<file path="config.mk">
export PLATFORM = sky130hd
export DESIGN_NAME = eight_channel_lockout_debouncer
export DESIGN_NICKNAME = d
export VERILOG_FILES = /design/src/rtl/core/lod_pkg.sv /design/src/rtl/core/eight_channel_lockout_debouncer.sv /design/src/rtl/core/lod_front.sv /design/src/rtl/core/lod_queue.sv /design/src/rtl/core/lod_back.sv
export SDC_FILE = /design/constraint.sdc
export NUM_CORES = 1
export LEC_CHECK = 0
export ABC_AREA = 1
export BUFFER_PORTS_ARGS = -buffer_cell sky130_fd_sc_hd__buf_2
export CORE_AREA = 3 3 155 119
export CTS_BUF_LIST = sky130_fd_sc_hd__clkbuf_16
export DETAILED_ROUTE_END_ITERATION = 10
export DIE_AREA = 0 0 158 122
export PLACE_DENSITY = 0.83
export SYNTH_ARGS = -nofsm -noshare
export SYNTH_HDL_FRONTEND = slang
export SYNTH_SLANG_ARGS = --single-unit
</file>
<file path="constraint.sdc">
create_clock -name aclk -period 4.63 [get_ports aclk]
set_clock_uncertainty 0.2 [all_clocks]
set_input_delay 0.926 -clock aclk [delete_from_list [all_inputs] [get_ports aclk]]
set_output_delay 0.926 -clock aclk [all_outputs]
set_load 0.05 [all_outputs]
</file>
<file path="src/rtl/core/lod_pkg.sv">
package lod_pkg;

    localparam int ChanDefault = 8;
    localparam int StateW      = 8;
    localparam int MaxReports  = 8;
    localparam int CntW        = $clog2(MaxReports);
    // power of two so the pointers wrap by themselves
    localparam int QueueDepth  = 2;
    localparam int PtrW        = $clog2(QueueDepth);
    localparam int CfgIdxW     = 3;

    localparam logic [7:0] LockoutReset = 8'd80;

    typedef enum logic [CfgIdxW-1:0] {
        CfgActiveLow = 3'd0,
        CfgLockout   = 3'd1,
        CfgAddress   = 3'd2,
        CfgType      = 3'd3,
        CfgEnabled   = 3'd4
    } cfg_index_t;

    typedef enum logic {
        ActTick    = 1'b0,
        ActRequest = 1'b1
    } action_t;

    typedef enum logic [1:0] {
        CmdSet   = 2'd0,
        CmdGet   = 2'd1,
        CmdInfo  = 2'd2,
        CmdOther = 2'd3
    } command_t;

    typedef struct packed {
        logic [StateW-1:0] state_old;
        logic [StateW-1:0] state_new;
        logic [7:0]        address;
    } lod_entry_t;

endpackage

</file>
<file path="src/rtl/core/eight_channel_lockout_debouncer.sv">
// Eight-input lockout debouncer with feedback reports. The input side takes one request per
// cycle as long as the two-entry queue between front and back has room; a tick or bus request
// is classified and the channel state updated in the cycle it is accepted. The back walks the
// queued changes and drives one report per cycle while m_ready allows, so a tick with k level
// changes yields k reports (at most 8), and a matching GET request yields one. Requests
// that cause no report never reach the queue. Results sit in an output register, so a stalled
// consumer does not stop new requests until the queue fills. No clearing pass after reset.
module eight_channel_lockout_debouncer
    import lod_pkg::*;
#(
    parameter int CHANNELS = ChanDefault
) (
    input  logic               aclk,
    input  logic               aresetn,
    input  logic               s_valid,
    output logic               s_ready,
    input  logic               s_action,
    input  logic [7:0]         s_raw_pins,
    input  logic [3:0]         s_req_type,
    input  logic [7:0]         s_req_address,
    input  logic [1:0]         s_req_command,
    input  logic               cfg_valid,
    output logic               cfg_ready,
    input  logic [CfgIdxW-1:0] cfg_index,
    input  logic [7:0]         cfg_data,
    output logic               m_valid,
    input  logic               m_ready,
    output logic [7:0]         m_pin_states,
    output logic [7:0]         m_report_address,
    output logic               m_is_last
);

    logic                push_valid, push_ready, pop_valid, pop_ready;
    lod_entry_t          push_entry, pop_entry;
    logic [CHANNELS-1:0] push_mask, pop_mask;

    assign cfg_ready = 1'b1;

    lod_front #(.CHANNELS(CHANNELS)) u_front (
        .aclk          (aclk),
        .aresetn       (aresetn),
        .s_valid       (s_valid),
        .s_ready       (s_ready),
        .s_action      (s_action),
        .s_raw_pins    (s_raw_pins),
        .s_req_type    (s_req_type),
        .s_req_address (s_req_address),
        .s_req_command (s_req_command),
        .cfg_valid     (cfg_valid && cfg_ready),
        .cfg_index     (cfg_index),
        .cfg_data      (cfg_data),
        .push_valid    (push_valid),
        .push_ready    (push_ready),
        .push_entry    (push_entry),
        .push_mask     (push_mask)
    );

    lod_queue #(.CHANNELS(CHANNELS)) u_queue (
        .aclk       (aclk),
        .aresetn    (aresetn),
        .push_valid (push_valid),
        .push_ready (push_ready),
        .push_entry (push_entry),
        .push_mask  (push_mask),
        .pop_valid  (pop_valid),
        .pop_ready  (pop_ready),
        .pop_entry  (pop_entry),
        .pop_mask   (pop_mask)
    );

    lod_back #(.CHANNELS(CHANNELS)) u_back (
        .aclk             (aclk),
        .aresetn          (aresetn),
        .pop_valid        (pop_valid),
        .pop_ready        (pop_ready),
        .pop_entry        (pop_entry),
        .pop_mask         (pop_mask),
        .m_valid          (m_valid),
        .m_ready          (m_ready),
        .m_pin_states     (m_pin_states),
        .m_report_address (m_report_address),
        .m_is_last        (m_is_last)
    );

endmodule

</file>
<file path="src/rtl/core/lod_front.sv">
module lod_front
    import lod_pkg::*;
#(
    parameter int CHANNELS = ChanDefault
) (
    input  logic                aclk,
    input  logic                aresetn,
    input  logic                s_valid,
    output logic                s_ready,
    input  logic                s_action,
    input  logic [7:0]          s_raw_pins,
    input  logic [3:0]          s_req_type,
    input  logic [7:0]          s_req_address,
    input  logic [1:0]          s_req_command,
    input  logic                cfg_valid,
    input  logic [CfgIdxW-1:0]  cfg_index,
    input  logic [7:0]          cfg_data,
    output logic                push_valid,
    input  logic                push_ready,
    output lod_entry_t          push_entry,
    output logic [CHANNELS-1:0] push_mask
);

    localparam int PW = (CHANNELS > StateW) ? CHANNELS : StateW;

    logic                active_low_reg;
    logic [7:0]          lockout_reg;
    logic [7:0]          address_reg;
    logic [3:0]          type_reg;
    logic                enabled_reg;

    logic [CHANNELS-1:0] level_reg, level_next;
    logic [7:0]          lock_reg  [CHANNELS];
    logic [7:0]          lock_next [CHANNELS];
    logic [CHANNELS-1:0] change;
    logic [CHANNELS-1:0] sample;
    logic [PW-1:0]       raw_w, cur_w, nxt_w;
    logic                accept, is_tick, req_hit;

    assign s_ready = push_ready;
    assign accept  = s_valid && s_ready;
    assign is_tick = (action_t'(s_action) == ActTick);
    // channels above the pin byte see a raw level of zero
    assign raw_w   = PW'(s_raw_pins);
    assign sample  = raw_w[CHANNELS-1:0] ^ {CHANNELS{active_low_reg}};

    always_comb begin
        for (int i = 0; i < CHANNELS; i++) begin
            lock_next[i]  = lock_reg[i];
            level_next[i] = level_reg[i];
            change[i]     = 1'b0;
            if (lock_reg[i] != 8'd0) begin
                lock_next[i] = lock_reg[i] - 8'd1;
            end else if (sample[i] != level_reg[i]) begin
                change[i]     = 1'b1;
                level_next[i] = sample[i];
                lock_next[i]  = lockout_reg;
            end
        end
    end

    assign req_hit = enabled_reg && (s_req_type == type_reg) &&
                     (s_req_address == address_reg) &&
                     (command_t'(s_req_command) == CmdGet);

    assign cur_w = PW'(level_reg);
    assign nxt_w = PW'(level_next);

    always_comb begin
        push_valid = accept && (is_tick ? (|change) : req_hit);
        push_entry.address = address_reg;
        if (is_tick) begin
            push_entry.state_old = cur_w[StateW-1:0];
            push_entry.state_new = nxt_w[StateW-1:0];
            push_mask            = change;
        end else begin
            // a request reports the current byte as one single-step entry
            push_entry.state_old = cur_w[StateW-1:0];
            push_entry.state_new = cur_w[StateW-1:0];
            push_mask            = CHANNELS'(1);
        end
    end

    always_ff @(posedge aclk) begin
        if (!aresetn) begin
            active_low_reg <= 1'b0;
            lockout_reg    <= LockoutReset;
            address_reg    <= 8'd0;
            type_reg       <= 4'd0;
            enabled_reg    <= 1'b0;
            level_reg      <= '0;
            for (int i = 0; i < CHANNELS; i++) begin
                lock_reg[i] <= 8'd0;
            end
        end else begin
            if (accept && is_tick) begin
                level_reg <= level_next;
                for (int i = 0; i < CHANNELS; i++) begin
                    lock_reg[i] <= lock_next[i];
                end
            end
            if (cfg_valid) begin
                unique case (cfg_index_t'(cfg_index))
                    CfgActiveLow: active_low_reg <= cfg_data[0];
                    CfgLockout:   lockout_reg    <= cfg_data;
                    CfgAddress:   address_reg    <= cfg_data;
                    CfgType:      type_reg       <= cfg_data[3:0];
                    CfgEnabled:   enabled_reg    <= cfg_data[0];
                    default: ;
                endcase
            end
        end
    end

endmodule

</file>
<file path="src/rtl/core/lod_queue.sv">
module lod_queue
    import lod_pkg::*;
#(
    parameter int CHANNELS = ChanDefault
) (
    input  logic                aclk,
    input  logic                aresetn,
    input  logic                push_valid,
    output logic                push_ready,
    input  lod_entry_t          push_entry,
    input  logic [CHANNELS-1:0] push_mask,
    output logic                pop_valid,
    input  logic                pop_ready,
    output lod_entry_t          pop_entry,
    output logic [CHANNELS-1:0] pop_mask
);

    lod_entry_t          entry_reg [QueueDepth];
    logic [CHANNELS-1:0] mask_reg  [QueueDepth];
    logic [PtrW-1:0]     wr_ptr_reg, rd_ptr_reg;
    logic [PtrW:0]       count_reg, count_next;
    logic                do_push, do_pop;

    assign push_ready = (count_reg != (PtrW+1)'(QueueDepth));
    assign pop_valid  = (count_reg != '0);
    assign do_push    = push_valid && push_ready;
    assign do_pop     = pop_valid && pop_ready;
    assign pop_entry  = entry_reg[rd_ptr_reg];
    assign pop_mask   = mask_reg[rd_ptr_reg];

    always_comb begin
        count_next = count_reg;
        if (do_push && !do_pop) begin
            count_next = count_reg + 1'b1;
        end else if (do_pop && !do_push) begin
            count_next = count_reg - 1'b1;
        end
    end

    always_ff @(posedge aclk) begin
        if (do_push) begin
            entry_reg[wr_ptr_reg] <= push_entry;
            mask_reg[wr_ptr_reg]  <= push_mask;
        end
    end

    always_ff @(posedge aclk) begin
        if (!aresetn) begin
            wr_ptr_reg <= '0;
            rd_ptr_reg <= '0;
            count_reg  <= '0;
        end else begin
            count_reg <= count_next;
            if (do_push) begin
                wr_ptr_reg <= wr_ptr_reg + 1'b1;
            end
            if (do_pop) begin
                rd_ptr_reg <= rd_ptr_reg + 1'b1;
            end
        end
    end

endmodule

</file>
<file path="src/rtl/core/lod_back.sv">
module lod_back
    import lod_pkg::*;
#(
    parameter int CHANNELS = ChanDefault
) (
    input  logic                aclk,
    input  logic                aresetn,
    input  logic                pop_valid,
    output logic                pop_ready,
    input  lod_entry_t          pop_entry,
    input  logic [CHANNELS-1:0] pop_mask,
    output logic                m_valid,
    input  logic                m_ready,
    output logic [7:0]          m_pin_states,
    output logic [7:0]          m_report_address,
    output logic                m_is_last
);

    localparam int PW = (CHANNELS > StateW) ? CHANNELS : StateW;

    logic                busy_reg;
    logic [CHANNELS-1:0] rem_reg, rem_next;
    lod_entry_t          cur_reg;
    logic [CntW-1:0]     cnt_reg;
    logic                m_valid_reg, m_is_last_reg;
    logic [7:0]          m_pin_states_reg, m_report_address_reg;

    logic                out_free, step, last_c;
    logic [PW-1:0]       rem_w, prefix_w;
    logic [StateW-1:0]   prefix8, pins_c;

    assign out_free = !m_valid_reg || m_ready;
    assign step     = busy_reg && out_free;

    // bits up to and including the lowest pending change
    assign rem_w    = PW'(rem_reg);
    assign prefix_w = rem_w ^ (rem_w - PW'(1));
    assign prefix8  = prefix_w[StateW-1:0];
    // state byte right after that change: lower changes applied, higher not yet
    assign pins_c   = (cur_reg.state_new & prefix8) | (cur_reg.state_old & ~prefix8);
    assign rem_next = rem_reg & (rem_reg - CHANNELS'(1));
    assign last_c   = (rem_next == '0) || (cnt_reg == CntW'(MaxReports - 1));

    assign pop_ready = !busy_reg || (step && last_c);

    always_ff @(posedge aclk) begin
        if (pop_valid && pop_ready) begin
            cur_reg <= pop_entry;
            rem_reg <= pop_mask;
        end else if (step) begin
            rem_reg <= rem_next;
        end
        if (step) begin
            m_pin_states_reg     <= pins_c;
            m_report_address_reg <= cur_reg.address;
            m_is_last_reg        <= last_c;
        end
    end

    always_ff @(posedge aclk) begin
        if (!aresetn) begin
            busy_reg    <= 1'b0;
            cnt_reg     <= '0;
            m_valid_reg <= 1'b0;
        end else begin
            if (pop_valid && pop_ready) begin
                busy_reg <= 1'b1;
                cnt_reg  <= '0;
            end else if (step) begin
                busy_reg <= !last_c;
                cnt_reg  <= cnt_reg + 1'b1;
            end
            if (step) begin
                m_valid_reg <= 1'b1;
            end else if (m_ready) begin
                m_valid_reg <= 1'b0;
            end
        end
    end

    assign m_valid          = m_valid_reg;
    assign m_pin_states     = m_pin_states_reg;
    assign m_report_address = m_report_address_reg;
    assign m_is_last        = m_is_last_reg;

    a_busy_has_work: assert property (@(posedge aclk) disable iff (!aresetn)
        !(busy_reg && (rem_reg == '0)))
        else $error("walker busy with no pending change");

    a_last_ends_entry: assert property (@(posedge aclk) disable iff (!aresetn)
        (step && last_c && !pop_valid) |=> !busy_reg)
        else $error("walker still busy after last report");

    a_load_clears_count: assert property (@(posedge aclk) disable iff (!aresetn)
        (pop_valid && pop_ready) |=> (busy_reg && (cnt_reg == '0)))
        else $error("report count not cleared on new entry");

endmodule
</file>
=== Yosys cells after proc, flatten, opt, wreduce, memory -nomap -nowiden ===
Memory sizes are Yosys's and may differ from the RTL's. A register that Yosys moved wholly into a read port is not among the register bits.
Index checks and enable logic that the tools add are counted.

* $add $sub $neg: 14
* Equal/unequal tests: 17
* Mux-type cells: 75
* Bitwise operators: 17
* Reductions and logical operators: 41

{| class="wikitable"
|+ Operators with widths
! cell !! count
|-
| $mux W8 || 28
|-
| $sub A8 B1 Y8 const B || 9
|-
| $reduce_bool A8 Y1 || 8
|-
| $mux W1 || 45
|-
| $and A8 B8 Y8 || 3
|-
| $xor A8 B8 Y8 || 2
|-
| $logic_and A1 B1 Y1 || 12
|-
| $reduce_and A2 Y1 || 5
|-
| $eq A8 B8 Y1 || 1
|-
| $logic_not A8 Y1 || 1
|-
| $ne A1 B1 Y1 || 8
|-
| $not A8 Y8 || 1
|-
| $or A1 B1 Y1 || 8
|-
| $or A8 B8 Y8 || 1
|-
| $reduce_bool A2 Y1 || 4
|-
| $reduce_or A8 Y1 || 1
|-
| $eq A3 B2 Y1 const B || 2
|-
| $eq A3 B3 Y1 const B || 2
|-
| $logic_not A1 Y1 || 5
|-
| $eq A4 B4 Y1 || 1
|-
| $mux W2 || 2
|-
| $add A3 B1 Y3 const B || 1
|-
| $eq A3 B1 Y1 const B || 1
|-
| $logic_not A3 Y1 || 1
|-
| 8 further kinds || 12
|}

* Register bits after elaboration: 64
* RAM bits: 128
* Output and inout port bits: 20
* Logic and storage cells: 183
* Memories: 3

{| class="wikitable"
|+ Memory list
! name !! depth !! bits a word !! read ports !! clocked after Yosys merged registers in !! write ports !! line !! RTL
|-
| u_front.lock_reg || 8 || 8 || 8 || 0 || 8 || lod_front.sv:33 || <nowiki>logic [7:0] lock_reg [CHANNELS];</nowiki>
|-
| u_queue.entry_reg || 2 || 24 || 1 || 1 || 1 || lod_queue.sv:18 || <nowiki>lod_entry_t entry_reg [QueueDepth];</nowiki>
|-
| u_queue.mask_reg || 2 || 8 || 1 || 1 || 1 || lod_queue.sv:19 || <nowiki>logic [CHANNELS-1:0] mask_reg [QueueDepth];</nowiki>
|}

=== Depth between registers and ports, before layout ===
* Word-level depth: 12
* Mapped depth: 16
* Gate-level depth less buffers: 16

=== By module ===
Synthesis repeated with hierarchy kept, for this count alone.

* Cell total of the unflattened synthesis: 1,045
* Area, all modules: 10,766.6 um2

{| class="wikitable"
|+ By module, submodules not included
! module !! times used !! cells an instance !! area each (um2) !! sequential area each (um2)
|-
| lod_front || 1 || 757 || 5,926.9 || 2,522.4
|-
| lod_queue || 1 || 137 || 2,708.8 || 2,021.9
|-
| lod_back || 1 || 149 || 2,119.5 || 1,541.5
|-
| eight_channel_lockout_debouncer || 1 || 2 || 11.3 || 0.0
|}

=== Least setup slack after synthesis ===
No wires, ideal clock.

* Path type: input to register
* From: in s_req_command[1]
* To: mem u_queue.entry_reg[0][0] in the netlist's numbering, enable pin
* Setup time: 0.419 ns
* Arrival: 2.827 ns
* Data required time: 4.011 ns
* Path slack: 1.184 ns
* Cell stages on the path: 8
* Buffers on the path: 0
* Path through: nand3b_1 > nor2_1 > nand2_1 > nor2_1 > nand2_1 > nand2_1 > nand2_1 > nor2_1

* Longest elaborated chain between the ends: 7

{| class="wikitable"
|+ RTL lines
! item !! line !! RTL
|-
| from (decl) || eight_channel_lockout_debouncer.sv:21 || <nowiki>input logic [1:0] s_req_command,</nowiki>
|-
| $eq A2 B1 Y1 || lod_front.sv:64 || <nowiki>(command_t'(s_req_command) == CmdGet);</nowiki>
|-
| $logic_and A1 B1 Y1 || lod_front.sv:63 || <nowiki>(s_req_address == address_reg) &&</nowiki>
|-
| $mux W1 || lod_front.sv:70 || <nowiki>push_valid = accept && (is_tick ? (|change) : req_hit);</nowiki>
|-
| $logic_and A1 B1 Y1 || lod_front.sv:70 ||
|-
| $logic_and A1 B1 Y1 || lod_queue.sv:26 || <nowiki>assign do_push = push_valid && push_ready;</nowiki>
|-
| $mux W1 || lod_queue.sv:41 || <nowiki>if (do_push) begin</nowiki>
|-
| $mux W1 (implied by the code) || lod_queue.sv:42 || <nowiki>entry_reg[wr_ptr_reg] <= push_entry;</nowiki>
|-
| to (decl) || lod_queue.sv:18 ||
|}

No other way between the ends.

=== Worst setup path in the final report ===
* From: reg u_back.rem_reg[1]
* To: reg u_back.rem_reg[7] (data pin)

* Longest elaborated chain between the ends: 8

{| class="wikitable"
|+ RTL lines
! item !! line !! RTL
|-
| from (decl) || lod_back.sv:22 || <nowiki>logic [CHANNELS-1:0] rem_reg, rem_next;</nowiki>
|-
| from (signal assigned) || lod_back.sv:49 || <nowiki>rem_reg <= pop_mask;</nowiki>
|-
| from (signal assigned) || lod_back.sv:51 || <nowiki>rem_reg <= rem_next;</nowiki>
|-
| $sub A8 B1 Y8 || lod_back.sv:41 || <nowiki>assign rem_next = rem_reg & (rem_reg - CHANNELS'(1));</nowiki>
|-
| $and A8 B8 Y8 * || lod_back.sv:41 ||
|-
| $logic_not A8 Y1 * || lod_back.sv:42 || <nowiki>assign last_c = (rem_next == '0) || (cnt_reg == CntW'(MaxReports - 1));</nowiki>
|-
| $logic_or A1 B1 Y1 * || lod_back.sv:42 ||
|-
| net u_back.last_c || lod_back.sv:28 || <nowiki>logic out_free, step, last_c;</nowiki>
|-
| $logic_and A1 B1 Y1 * || lod_back.sv:44 || <nowiki>assign pop_ready = !busy_reg || (step && last_c);</nowiki>
|-
| $logic_or A1 B1 Y1 * || lod_back.sv:44 ||
|-
| $logic_and A1 B1 Y1 * || lod_back.sv:47 || <nowiki>if (pop_valid && pop_ready) begin</nowiki>
|-
| $mux W8 * || lod_back.sv:47 ||
|}

Mark *: on every way through the listed nets, which the timed path passes. The rest lies on a longest branch. The select of a mux whose other input is x is not followed.
A chain may end at the register's enable or synchronous reset.

==> impl_metrics.json <==
{
  "synth_ff_type": "edfxtp_1",
  "hold_buffers": 0,
  "grt_max_degree": 43,
  "synthArstFlopShare_pct": 0,
  "min_period_ps": 3268,
  "first_pass_iters": 5,
  "synth_nets": 1145,
  "hold_viol": 0,
  "swShare_pct": 32.48,
  "cts_tree": "done",
  "fillers": 1218,
  "max_cap_violations": 0,
  "drc": 0,
  "fin_util_pct": 68.41,
  "synth_area_um2": 10370,
  "dieArea_um2": 19280,
  "clk_pin_slew_worst_paths_ps": 60,
  "cp-end-kind": "flip-flop",
  "vias_per_cell": 5.700,
  "post-dp-hpwl_mm": 15.70,
  "p_int_w": 0.004149,
  "finalSetupTns_ps": 0,
  "core-area_um2": 16880,
  "ys_types": 39,
  "syn_inst": 1079,
  "grt_pass1_wl_mm": 37.25,
  "avgSynthCellArea_um2": 9.610,
  "peakVddDrop_uv": 308.0,
  "setup_violations": 0,
  "antenna_found_initial": 2,
  "ios": 59,
  "root_buffer": "clkbuf_16",
  "post_route_cells_drive_above_1_share_pct": 13.65,
  "power_w": 0.006145,
  "p_leak_nw": 4.645,
  "num_vias": 7786,
  "critPathKind": "flip-flop to flip-flop",
  "clock-sinks": 214,
  "crit_arrival_ps": 3280,
  "die_w_um": 158,
  "routed_wl_mm": 23.05,
  "clock_latency_ps": 510,
  "cts_max_level": 1,
  "grt_use_total_pct": 24.38,
  "ys_seq_area_share_pct": 58.12,
  "portBuffers": 57,
  "ys_ff_latch": 214,
  "gp_congestion": 0.9026,
  "seqPwrFrac_pct": 44.5,
  "areaGrowthSynthToFinish_pct": 11.36,
  "crit_path_start_kind": "flip-flop",
  "synth_enable_flop_cells": 174,
  "hp-class": "flip-flop to flip-flop",
  "finalCritPeriodShare_pct": 70.59,
  "overflow": 0,
  "cts_made_buffers": 22,
  "clk_path_buf_depth": 3,
  "final-max-slew-violation-count": 0,
  "cts_resized": 0,
  "drt-initial-drc-count": 876,
  "start_util_pct": 61.44,
  "whs_ps": 215.8,
  "largest_reg_flops": 64,
  "p_sw_w": 0.001996,
  "post_cts_buffers": 0,
  "cp.required_ps": 4640,
  "ant_nets": 0,
  "power_density_nw_per_um2": 532.2,
  "worstMarginPinSlew_ps": 876.2,
  "clockPowerShare_pct": 29.5,
  "fmax_ghz": 0.3060,
  "yosysWarnings": 0,
  "status": "finished, final reports clean",
  "combPwrFrac_pct": 26.0,
  "design.final.nets": 1200,
  "rsz0062_at_grt": "no",
  "grt_pass1_vias": 7437,
  "row_count": 41,
  "routedWlPerCell_um": 16.87,
  "die_height_um": 122,
  "path_max_fanout": 37,
  "relSlewSlack_pct": 41.32
}
cell usage after synthesis (11+ instances only):
master	count	share of area (%)
a21oi_1	65	3.1
nand3_1	27	1.3
a31oi_1	31	1.9
nand2_2	15	0.91
o21ai_0	104	5.0
dfxtp_1	40	7.7
nand3_2	11	1.1
ha_1	27	3.3
nor2_1	114	4.1
edfxtp_1	174	50
inv_1	109	3.9
clkbuf_1	14	0.51
nand2_1	227	8.2
xor2_1	14	1.2
critical path: stages, from the launching register on:
cell and delay, ps:
edfxtp_1 450, inv_1 100, ha_1 180, nand2_1 90, or3_1 320, ha_1 230
nor2_1 90, nand4_1 120, nand2_1 110, nand2_1 50, nand2_1 100, nand2_2 140
inv_2 580, a31oi_1 170
metrics by stage:
| stage | setup WS (ps) | std cells | cell area [um^2] |
|---|---|---|---|
| 5_1_grt | 1146 | 1366 | 11550 |
| 6_report | 1362 | 1366 | 11550 |
| 3_5_place_dp | 1248 | 1325 | 10800 |
| 4_1_cts | 1342 | 1365 | 11540 |
| 2_1_floorplan | 1184 | 1079 | 10370 |
| 3_3_place_gp | 1278 | 1325 | 10800 |
cell type report:
| class | instances | area, um^2 | area share (%) |
|---|---|---|---|
| well taps | 215 | 269.0 | 2.330 |
| clock buffers | 24 | 600.6 | 5.202 |
| clock inverters | 16 | 145.1 | 1.257 |
| flip-flops and latches | 214 | 6026 | 52.19 |
| repair buffers | 63 | 330.3 | 2.861 |
| multi-input cells | 717 | 3737 | 32.37 |
| diodes | 1 | 2.502 | 0.02167 |
| inverters | 116 | 435.4 | 3.771 |
power groups by stage:
stage                     clock network, W  logic [W]  registers, W
after floorplan                          0   0.000991       0.00295
after global placement                   0    0.00153       0.00276
after detailed placement                 0    0.00158       0.00277
after CTS                          0.00183    0.00160       0.00273
after global routing               0.00191    0.00176       0.00277
final                              0.00181    0.00160       0.00273
final timing paths:
check                                    end  slack (ps)              start  depth (start not counted)
setup / recovery           u_back.rem_reg[7]        1360  u_back.rem_reg[1]                         13
hold reg to reg   u_back.m_report_address[1]         220  u_back.cur_reg[1]                          0
setup reg to reg           u_back.rem_reg[7]        1360  u_back.rem_reg[1]                         13
hold / removal    u_back.m_report_address[1]         220  u_back.cur_reg[1]                          0
per-layer routing:
metal  GRT usage [%]  share of wire [%]  vias up
met2           38.82                 46      351
met3           4.155                9.0       51
li1                -                  -     3785
met1           35.18                 43     3597
met5               0              0.056        -
met4           6.341                2.2        2
cells by family (layout without fill, tap and decap cells):
logic type	after synthesis	after routing	share of synthesized area, %
multiplexers	7	7	0.7603
flip-flops	214	214	58.12
buffers and inverters	148	219	5.864
other	1	2	0.03617
AND/OR/NAND/NOR	436	436	18.50
AO/OA/AOI/OAI	223	223	11.52
adder cells (fa/ha/maj)	27	27	3.258
XOR/XNOR	23	23	1.943
cell usage in the layout (no fill, tap or decap), drive strengths merged:
master and instances:
diode 1, or2 12, o21ai 110, inv 118, conb 1, nand3 38, nor3b 1, nand3b 2
mux2 7, nand4 4, a221oi 6, edfxtp 174, a21oi 65, buf 63, xor2 14, o22ai 8
ha 27, nor2 125, a31oi 31, dfxtp 40, nor3 7, clkbuf 24, o211ai 3, clkinv 11
or3 2, bufinv 3, xnor2 9, nand2 245
Note: power is estimated with default switching activity, not from simulation.
